[config.mk]
export PLATFORM = sky130hd
export DESIGN_NAME = glyph_to_lcd_byte_stream_core
export DESIGN_NICKNAME = d
export VERILOG_FILES = /design/src/rtl/core/glcd_pkg.sv /design/src/rtl/core/glcd_font_rom.sv /design/src/rtl/core/glcd_seq.sv /design/src/rtl/core/glyph_to_lcd_byte_stream_core.sv
export SDC_FILE = /design/constraint.sdc
export NUM_CORES = 1
export LEC_CHECK = 0
export BUFFER_PORTS_ARGS = -buffer_cell sky130_fd_sc_hd__buf_2
export CORE_MARGIN = 1
export CORE_UTILIZATION = 32
export CTS_CLUSTER_DIAMETER = 120
export DETAILED_ROUTE_END_ITERATION = 10
export PLACE_DENSITY_LB_ADDON = 0.05
export SYNTH_ARGS = -nofsm -noshare
export SYNTH_HDL_FRONTEND = slang
export SYNTH_HIERARCHICAL = 1
export SYNTH_SLANG_ARGS = --single-unit
[constraint.sdc]
create_clock -name clk -period 4.6 [get_ports clk]
set_input_delay 0.92 -clock clk [delete_from_list [all_inputs] [get_ports clk]]
set_output_delay 0.92 -clock clk [all_outputs]
set_load 0.02 [all_outputs]
[src/rtl/core/glcd_pkg.sv]
// ----------------------------------------------------------------------------
// glcd_pkg
// Shared constants and types for the glyph to LCD byte stream core.
// ----------------------------------------------------------------------------
package glcd_pkg;

  localparam int unsigned CFG_IDX_W = 2;
  localparam logic [CFG_IDX_W-1:0] CFG_START_COLUMN = 2'd0;
  localparam logic [CFG_IDX_W-1:0] CFG_START_PAGE   = 2'd1;

  localparam logic [7:0] START_COLUMN_RESET = 8'd4;
  localparam logic [2:0] START_PAGE_RESET   = 3'd0;

  localparam logic [7:0] FIRST_CODE  = 8'd65;
  localparam logic [7:0] CMD_COL_HI  = 8'h10;
  localparam logic [7:0] CMD_PAGE    = 8'hB0;
  localparam int unsigned CMD_STEPS  = 3;

  localparam int unsigned K_W = 4;

  typedef struct packed {
    logic       valid;
    logic       is_data;
    logic       bad;
    logic       last;
    logic [7:0] cmd;
  } glcd_issue_t;

  typedef struct packed {
    logic           en;
    logic [7:0]     glyph;
    logic [K_W-1:0] k;
  } glcd_rom_req_t;

endpackage

[src/rtl/core/glcd_font_rom.sv]
// ----------------------------------------------------------------------------
// glcd_font_rom
// Font ROM, nine bytes per glyph, registered synchronous read.
// ----------------------------------------------------------------------------
module glcd_font_rom (
  input  logic                   clk,
  input  glcd_pkg::glcd_rom_req_t req,
  output logic [7:0]             q
);
  import glcd_pkg::*;

  localparam int unsigned FONT_GLYPHS = 26;
  localparam int unsigned ROM_STRIDE  = 9;
  localparam int unsigned FONT_DEPTH  = FONT_GLYPHS * ROM_STRIDE;

  localparam logic [7:0] FONT [FONT_DEPTH] = '{
    8'h07, 8'h00, 8'hC0, 8'hF8, 8'h3F, 8'h23, 8'h3F, 8'hF8, 8'hC0,
    8'h07, 8'h00, 8'hFF, 8'hFF, 8'h89, 8'h89, 8'hFF, 8'h76, 8'h00,
    8'h07, 8'h00, 8'h3C, 8'h7E, 8'hC3, 8'h81, 8'hC3, 8'h42, 8'h00,
    8'h07, 8'h00, 8'hFF, 8'hFF, 8'h81, 8'hC3, 8'h7E, 8'h3C, 8'h00,
    8'h06, 8'h00, 8'hFF, 8'hFF, 8'h89, 8'h89, 8'h81, 8'h00, 8'h00,
    8'h06, 8'h00, 8'hFF, 8'hFF, 8'h09, 8'h09, 8'h01, 8'h00, 8'h00,
    8'h07, 8'h00, 8'h3C, 8'h7E, 8'hC3, 8'h91, 8'hF3, 8'hF2, 8'h00,
    8'h08, 8'h00, 8'hFF, 8'hFF, 8'h08, 8'h08, 8'h08, 8'hFF, 8'hFF,
    8'h03, 8'h00, 8'hFF, 8'hFF, 8'h00, 8'h00, 8'h00, 8'h00, 8'h00,
    8'h06, 8'h00, 8'h40, 8'hC0, 8'h80, 8'hFF, 8'h7F, 8'h00, 8'h00,
    8'h07, 8'h00, 8'hFF, 8'hFF, 8'h18, 8'h7E, 8'hE3, 8'h81, 8'h00,
    8'h06, 8'h00, 8'hFF, 8'hFF, 8'h80, 8'h80, 8'h80, 8'h00, 8'h00,
    8'h08, 8'h00, 8'hFF, 8'hFF, 8'h0E, 8'h18, 8'h0E, 8'hFF, 8'hFF,
    8'h07, 8'h00, 8'hFF, 8'hFE, 8'h0C, 8'h30, 8'hFF, 8'hFF, 8'h00,
    8'h08, 8'h00, 8'h3C, 8'h7E, 8'hC3, 8'h81, 8'hC3, 8'h7E, 8'h3C,
    8'h06, 8'h00, 8'hFF, 8'hFF, 8'h11, 8'h1F, 8'h0E, 8'h00, 8'h00,
    8'h08, 8'h00, 8'h3C, 8'h7E, 8'hC3, 8'h81, 8'hC3, 8'h7E, 8'h3C,
    8'h08, 8'h00, 8'hFF, 8'hFF, 8'h11, 8'h31, 8'h7F, 8'hCE, 8'h80,
    8'h06, 8'h00, 8'h46, 8'hCF, 8'h99, 8'hF3, 8'h62, 8'h00, 8'h00,
    8'h07, 8'h00, 8'h01, 8'h01, 8'hFF, 8'hFF, 8'h01, 8'h01, 8'h00,
    8'h07, 8'h00, 8'h7F, 8'hFF, 8'h80, 8'h80, 8'hFF, 8'h7F, 8'h00,
    8'h08, 8'h00, 8'h01, 8'h0F, 8'h7C, 8'hE0, 8'h7C, 8'h0F, 8'h01,
    8'h08, 8'h00, 8'h01, 8'h0F, 8'h7E, 8'hF0, 8'h3E, 8'h07, 8'h3E,
    8'h08, 8'h00, 8'h81, 8'hC3, 8'h7E, 8'h18, 8'h7E, 8'hC3, 8'h81,
    8'h08, 8'h00, 8'h01, 8'h07, 8'h0E, 8'hF8, 8'hF8, 8'h0E, 8'h07,
    8'h07, 8'h00, 8'h81, 8'hE1, 8'hB9, 8'h9D, 8'h87, 8'h81, 8'h00
  };

  logic [8:0] addr;
  logic       hit;

  assign addr = 9'(req.glyph[4:0]) * 9'(ROM_STRIDE) + 9'(req.k);
  assign hit  = (req.glyph < 8'(FONT_GLYPHS)) && (addr < 9'(FONT_DEPTH));

  always_ff @(posedge clk) begin
    if (req.en) begin
      q <= hit ? FONT[addr[7:0]] : 8'h00;
    end
  end

endmodule

[src/rtl/core/glcd_seq.sv]
// ----------------------------------------------------------------------------
// glcd_seq
// Character sequencer: holds the cursor, takes one character and walks its
// command and glyph bytes, one byte per cycle while the output advances.
// ----------------------------------------------------------------------------
module glcd_seq #(
  parameter int unsigned GLYPH_COUNT = 26,
  parameter int unsigned GLYPH_BYTES = 9
) (
  input  logic                    clk,
  input  logic                    rst,
  input  logic                    in_valid,
  output logic                    in_stall,
  input  logic [7:0]              char_code,
  input  logic                    string_start,
  input  logic [7:0]              start_column,
  input  logic [2:0]              start_page,
  input  logic                    advance,
  output glcd_pkg::glcd_issue_t   iss,
  output glcd_pkg::glcd_rom_req_t rom_req
);
  import glcd_pkg::*;

  localparam int unsigned TOTAL_STEPS = CMD_STEPS + GLYPH_BYTES;
  localparam int unsigned STEP_W      = $clog2(TOTAL_STEPS);
  localparam logic [STEP_W-1:0] LAST_STEP = STEP_W'(TOTAL_STEPS - 1);
  localparam logic [STEP_W-1:0] STEP_COL_HI = STEP_W'(0);
  localparam logic [STEP_W-1:0] STEP_COL_LO = STEP_W'(1);
  localparam logic [STEP_W-1:0] STEP_PAGE   = STEP_W'(2);

  logic              busy;
  logic [STEP_W-1:0] step;
  logic [7:0]        glyph;
  logic              bad;
  logic [7:0]        col;
  logic [7:0]        cursor;

  logic              at_last;
  logic              accept;
  logic [7:0]        col_eff;
  logic [8:0]        rel_code;
  logic              good;
  logic [4:0]        k_wide;
  logic [7:0]        cmd;

  assign at_last  = bad || (step == LAST_STEP);
  assign in_stall = busy && !(advance && at_last);
  assign accept   = in_valid && !in_stall;

  assign col_eff  = string_start ? start_column : cursor;
  assign rel_code = {1'b0, char_code} - {1'b0, FIRST_CODE};
  assign good     = rel_code < 9'(GLYPH_COUNT);

  always_ff @(posedge clk) begin
    if (rst) begin
      busy   <= 1'b0;
      cursor <= START_COLUMN_RESET;
    end else begin
      if (accept) begin
        busy   <= 1'b1;
        cursor <= good ? col_eff + 8'(GLYPH_BYTES) : col_eff;
      end else if (busy && advance && at_last) begin
        busy <= 1'b0;
      end
    end
  end

  always_ff @(posedge clk) begin
    if (accept) begin
      step  <= '0;
      glyph <= rel_code[7:0];
      bad   <= !good;
      col   <= col_eff;
    end else if (busy && advance) begin
      step <= step + STEP_W'(1);
    end
  end

  always_comb begin
    unique case (step)
      STEP_COL_HI: cmd = CMD_COL_HI | {4'h0, col[7:4]};
      STEP_COL_LO: cmd = {4'h0, col[3:0]};
      STEP_PAGE:   cmd = CMD_PAGE | {5'b0, start_page};
      default:     cmd = 8'h00;
    endcase
  end

  assign k_wide = 5'(step) - 5'(CMD_STEPS);

  assign iss.valid   = busy;
  assign iss.is_data = !bad && (5'(step) >= 5'(CMD_STEPS));
  assign iss.bad     = bad;
  assign iss.last    = at_last;
  assign iss.cmd     = bad ? 8'h00 : cmd;

  assign rom_req.en    = advance;
  assign rom_req.glyph = glyph;
  assign rom_req.k     = k_wide[K_W-1:0];

endmodule

[src/rtl/core/glyph_to_lcd_byte_stream_core.sv]
// ----------------------------------------------------------------------------
// glyph_to_lcd_byte_stream_core
// Turns characters into LCD controller command and glyph data bytes.
//
// Input channel (in_valid / in_stall): one character per transfer, with
// string_start to reload the cursor from start_column first.
// Output channel (out_valid / out_stall): one controller byte per transfer.
// A letter gives three cursor commands then GLYPH_BYTES font bytes, last set
// on the final one; any other code gives one byte with bad_char and last set.
// Configuration (cfg_valid / cfg_ready): index 0 start_column, 1 start_page;
// cfg_ready is always high, write only while the core is idle.
// The first byte passes the sequencer's step register and then the output
// register before it is valid at the output. The sequencer issues one byte
// per cycle while the output does not stall, into the font ROM read and the
// output register, and takes the next character while issuing the last byte
// of the current one.
// Reset: cursor and start_column return to 4, start_page to 0, no output.
// Out stall: the output register and ROM read hold, the sequencer freezes
// and in_stall stays high until the character's last byte is issued.
// ----------------------------------------------------------------------------
module glyph_to_lcd_byte_stream_core #(
  parameter int unsigned GLYPH_COUNT = 26,
  parameter int unsigned GLYPH_BYTES = 9
) (
  input  logic                           clk,
  input  logic                           rst,
  input  logic                           in_valid,
  output logic                           in_stall,
  input  logic [7:0]                     char_code,
  input  logic                           string_start,
  output logic                           out_valid,
  input  logic                           out_stall,
  output logic [7:0]                     lcd_byte,
  output logic                           is_data,
  output logic                           bad_char,
  output logic                           last,
  input  logic                           cfg_valid,
  output logic                           cfg_ready,
  input  logic [glcd_pkg::CFG_IDX_W-1:0] cfg_index,
  input  logic [7:0]                     cfg_data
);
  import glcd_pkg::*;

  logic [7:0]    start_column;
  logic [2:0]    start_page;
  logic          advance;
  glcd_issue_t   iss;
  glcd_rom_req_t rom_req;
  logic [7:0]    rom_q;
  logic [7:0]    cmd_byte;

  assign cfg_ready = 1'b1;

  always_ff @(posedge clk) begin
    if (rst) begin
      start_column <= START_COLUMN_RESET;
      start_page   <= START_PAGE_RESET;
    end else if (cfg_valid && cfg_ready) begin
      unique case (cfg_index)
        CFG_START_COLUMN: start_column <= cfg_data;
        CFG_START_PAGE:   start_page   <= cfg_data[2:0];
        default: ;
      endcase
    end
  end

  assign advance = !out_valid || !out_stall;

  glcd_seq #(
    .GLYPH_COUNT(GLYPH_COUNT),
    .GLYPH_BYTES(GLYPH_BYTES)
  ) u_seq (
    .clk          (clk),
    .rst          (rst),
    .in_valid     (in_valid),
    .in_stall     (in_stall),
    .char_code    (char_code),
    .string_start (string_start),
    .start_column (start_column),
    .start_page   (start_page),
    .advance      (advance),
    .iss          (iss),
    .rom_req      (rom_req)
  );

  glcd_font_rom u_rom (
    .clk (clk),
    .req (rom_req),
    .q   (rom_q)
  );

  always_ff @(posedge clk) begin
    if (rst) begin
      out_valid <= 1'b0;
    end else if (advance) begin
      out_valid <= iss.valid;
    end
  end

  always_ff @(posedge clk) begin
    if (advance) begin
      is_data  <= iss.is_data;
      bad_char <= iss.bad;
      last     <= iss.last;
      cmd_byte <= iss.cmd;
    end
  end

  assign lcd_byte = is_data ? rom_q : cmd_byte;

`ifndef SYNTHESIS
  a_bad_single: assert property (@(posedge clk) disable iff (rst)
    out_valid && bad_char |-> last && !is_data && (lcd_byte == 8'h00))
    else $error("bad character byte malformed");

  a_accept_at_end: assert property (@(posedge clk) disable iff (rst)
    in_valid && !in_stall && iss.valid |-> iss.last && advance)
    else $error("character taken before previous one fully issued");

  a_cmd_after_last: assert property (@(posedge clk) disable iff (rst)
    out_valid && !out_stall && last |=> !(out_valid && is_data))
    else $error("data byte directly after final byte of a character");
`endif

endmodule

## Word-level counts from Yosys, hierarchy flattened

Memory sizes are Yosys's and may differ from the RTL's. A register that Yosys moved wholly into a read port is not among the register bits.
Index checks and enable logic that the tools add are counted.

- Bits in registers: 53
- Bits in read-only memories: 2048
- Output and inout bits: 14
- Memories: 1

- $add $sub $neg: 5
- $mul: 1
- Magnitude comparators: 4
- Equality and inequality tests: 4
- Muxes and demuxes: 6
- Bitwise gates (word level): 1
- Reductions and logical operators: 21

Memory list:

| name | depth | width | rd ports | clocked after memory_dff | write ports | RTL line | source |
|---|---|---|---|---|---|---|---|
| (name not given) | 256 | 8 | 1 | 1 | 0 | glcd_font_rom.sv:53 | `q <= hit ? FONT[addr[7:0]] : 8'h00;` |

Operator list:

| cell | number |
|---|---|
| 8-bit 2-to-1 mux | 3 |
| 8-bit one-hot mux with 3 select lines | 1 |
| 9-bit by 4-bit adder with 9-bit output | 1 |
| 9-bit by 5-bit less-than comparator with 1-bit output (second input constant) | 1 |
| 9-bit by 8-bit less-than comparator with 1-bit output (second input constant) | 1 |
| 5-bit by 4-bit multiplier with 9-bit output (second input constant) | 1 |
| 8-bit NOT with 9-bit output | 1 |
| 8-bit by 7-bit subtractor with 9-bit output (second input constant) | 1 |
| 8-bit by 4-bit adder with 8-bit output (second input constant) | 1 |
| 8-bit by 5-bit less-than comparator with 1-bit output (second input constant) | 1 |
| 1-bit logical AND | 7 |
| 1-bit zero test | 7 |
| 4-bit by 1-bit adder with 4-bit output (second input constant) | 1 |
| 4-bit by 1-bit == test with 1-bit output (second input constant) | 1 |
| 4-bit by 2-bit == test with 1-bit output (second input constant) | 1 |
| 4-bit == test (second input constant) | 1 |
| 4-bit by 2-bit >= comparator with 1-bit output (second input constant) | 1 |
| 4-bit zero test | 1 |
| 2-bit AND reduction | 2 |
| 4-bit by 2-bit subtractor with 4-bit output (second input constant) | 1 |
| 2-bit by 1-bit == test with 1-bit output (second input constant) | 1 |
| 2-bit zero test | 1 |
| 1-bit logical OR | 2 |
| 1-bit 2-to-1 mux | 2 |
| 2-bit nonzero test | 1 |

## Logic depth before layout (Yosys ltp)

- Depth in word-level cells: 8
- Mapped depth: 16
- Mapped depth without buffers: 13

## Hierarchy

Netlist, hierarchy kept.

Modules (own cells, without submodules):

| module | times used | cells each | area an instance (µm²) | seq. area each (µm²) |
|---|---|---|---|---|
| glcd_font_rom | 1 | 481 | 3419.5 | 240.2 |
| glcd_seq | 1 | 170 | 1769.2 | 770.7 |
| glyph_to_lcd_byte_stream_core | 1 | 74 | 967.2 | 570.5 |

## Worst setup path before layout

OpenSTA, ideal clock, no wires.

- Path type: register to register
- Start: register u_seq.step[0]
- End: register u_rom.q[6], data pin
- Setup time: 0.268 ns
- Arrival time: 3.759 ns
- Required time: 4.332 ns
- Setup slack: 0.573 ns
- Stages on the path, launching flop included: 17
- Path buffers: 3
- Clock period less this slack: 4.027 ns
- Cell sequence: dfxtp_1 -> inv_1 -> ha_1 -> ha_1 -> ha_1 -> fa_1 -> buf_2 -> inv_1 -> buf_2 -> clkbuf_1 -> ha_1 -> nand2b_1 -> a211oi_1 -> nor2_1 -> a221o_1 -> o211ai_1 -> a21oi_1

RTL lines:

| item | RTL line | source |
|---|---|---|
| start, declared | glcd_seq.sv:32 | `logic [STEP_W-1:0] step;` |
| start signal, assigned | glcd_seq.sv:75 | `step <= step + STEP_W'(1);` |
| end, declared | glcd_font_rom.sv:8 | `output logic [7:0] q` |

==> flow_summary.toml <==
[power]
leakage_nw = 2.61
p_per_area_nw_per_um2 = 594
swShare = 0.521
p_total_mw = 4.07
ir_drop_v = 0.000192
p_sw_mw = 2.12
power_frac_comb = 0.694
clock_power_share = 0.149
p_int_mw = 1.95
seq_power_share = 0.157

[clock_tree]
cts-htree-levels = 3
clk_pin_slew_ns = 0.06
clock-root-buffer = "clkbuf_16"
cts_sinks = 61
cts_tree = "done"
ctsResizeCount = 0
cts_made_buffers = 9
ctsHoldBuffers = 0
clk_latency_ns = 0.33
cts_setup_buffers = 0
clockBufferDepth = 2

[detailed_routing]
vias_per_cell = 6.29
dr.pass1.iters = 5
drt_wl_total_um = 23900
drt-initial-drc-count = 764
wl_per_cell_um = 24.4
drc = 0
dr_total_vias = 6168
drtAntennaViolNets = 0

[floorplan]
die-area_um2 = 19800
initial_utilization = 0.328
fp.dieW_um = 141
io_pins = 38
die_h_um = 141
core_region_area_um2 = 18800
fp-row-count = 50

[finish]
antenna_cells = 0
drive_gt1_frac = 0.185
final_cells = 981
syn_to_final_growth_pct = 11.3
nets = 799

[worst_setup_path]
r2r_slack_ns = 0.29
r2r-start = "u_seq/step[0]"
cp.required_ns = 4.72
regToRegEndpoint = "u_rom/q[1]"
crit_path_end_kind = "flop"
crit_end = "u_rom/q[1]"
worstSetupPathType = "reg2reg"
cp-startpoint = "u_seq/step[0]"
reg2reg_depth = 13
worst_ep_arrival_time_ns = 4.43
worst-path-max-fanout = 40
startpoint_type = "flop"

[synth]
yosys.area.top_type_share = 0.176
synth_top_area_cell = "edfxtp_1"
synth_nets = 782
synth_most_common_cell = "nor2_1"
ys_types = 91
syn-cell-area_um2 = 6160
synth_compound_area_frac = 0.296
synth-seq-cells = 61
synthAdderAreaFrac = 0.0683
syn_inst = 725
async_flop_share = 0
synth_top_family_by_area = "compound AO/OA/AOI/OAI gates"
synth_ff_type = "edfxtp_1"
synth_area_leaders = "edfxtp_1, dfxtp_1, ha_1"
synth_mux_area_frac = 0.0772
synth_area_per_cell_um2 = 8.49
synth_common_cells = "nor2_1, nand2_1, a21oi_1"
ys_warn_count = 6
seq_area_frac_synth = 0.257
synth_xor_xnor_area_share = 0.0252
yosys.area_share.simple = 0.202
synth_edf_count = 36

[sta]
fmax_mhz = 232
min_period_over_period = 0.936
worst-slew-pin-transition_ns = 0.867
fin_ws_ns = 0.293
slew_violations = 0
holdWs_ns = 0.463
hold_viol_final = 0
setup_violations = 0
tns_ns = 0
fin_crit_ns = 4.31
grt_setup_unrepaired = "false"
fin_skew_ns = 0.00890
maxSlewHeadroom = 0.422

[global_route]
grt_overflow = 0
first_global_vias = 5992
antenna_found_initial = 0
grt_max_degree = 54
grt_use_total = 0.245
grt_pass1_wl_um = 36500

[place]
portBuffers = 36
dp_hpwl_um = 17800
pre_cts_slack_ns = 0.352
dp.cells = 965
gp_congestion = 1.02

[flow_run]
maxCapViolCount = 0

[outcome]
outcome = "finished clean"

[min_path]
worstHoldPathCells = 1
worstHoldPathType = "reg2reg"
[flip-flops by register name, summed over array words and instances, names as in the netlist]
signal	count
u_seq/bad	1
last	1
is_data	1
out_valid	1
u_seq/col	8
start_column	8
start_page	3
u_rom/q	8
u_seq/cursor	8
cmd_byte	8
u_seq/glyph	8
bad_char	1
u_seq/busy	1
u_seq/step	4
[worst max-delay path, stage by stage, from the launching register on]
cell and delay [ns]:
dfxtp_1 0.40, inv_1 0.13, ha_1 0.34, ha_1 0.31
ha_1 0.25, fa_2 0.47, xor2_4 0.21, buf_12 0.21
nor2_1 0.54, nor2_1 0.08, mux4_2 0.48, a32oi_1 0.22
nand4_1 0.13, a21oi_1 0.34
[cells in the final DEF (no fill, tap or decap), types with 16 or more instances in the layout]
cell and count:
o21ai_0 36, buf_4 34, dfxtp_1 25, nand3_1 36
nor2_1 58, a211oi_1 16, o211ai_1 22, mux2i_1 19
buf_2 36, inv_1 17, ha_1 32, nand2b_1 26
nand2_1 53, edfxtp_1 36, a21oi_1 39
[cell type report]
type	count	area (um2)
Fill cell	1960	11900
Multi-Input combinational cell	579	4150
Sequential cell	61	1580
Timing Repair Buffer	73	495
Tap cell	234	293
Clock buffer	10	229
Inverter	18	67.6
Clock inverter	6	36.3
[worst min path at each step]
stage               slack (ns)            start              end
floorplan                 0.44  u_seq/cursor[3]  u_seq/cursor[3]
global placement          0.45  u_seq/cursor[7]  u_seq/cursor[7]
detailed placement        0.45  u_seq/cursor[7]  u_seq/cursor[7]
CTS                       0.47  u_seq/cursor[7]  u_seq/cursor[7]
global route              0.50  u_seq/cursor[7]  u_seq/cursor[7]
finish                    0.46  u_seq/cursor[7]  u_seq/cursor[7]
[through the flow]
step / cell area [um2] / utilization
floorplan: 6160 / -
global placement: 6590 / 0.351
detailed placement: 6590 / 0.351
CTS: 6850 / 0.365
global route: 6850 / 0.365
finish: 6850 / 0.365
[power by group through the flow]
stage,clock [mW],combinational [mW],sequential (mW)
2_1_floorplan,0,1.81,0.641
3_3_place_gp,0,2.78,0.649
3_5_place_dp,0,2.70,0.650
4_1_cts,0.629,2.71,0.639
5_1_grt,0.645,2.95,0.642
6_report,0.607,2.83,0.638
[kinds of logic after synthesis]
kind of cell	count (synthesis)
fa+ha+maj	33
mux	38
other cells	2
simple gates	244
flops	61
buf+inv	85
xor+xnor	16
compound gates	246
[routing by layer]
metal	wire, um	track usage
met2	11100	0.404
met4	1530	0.156
met1	9820	0.300
met5	0	0
met3	1450	0.0346
(Power assumes the default switching activity.)
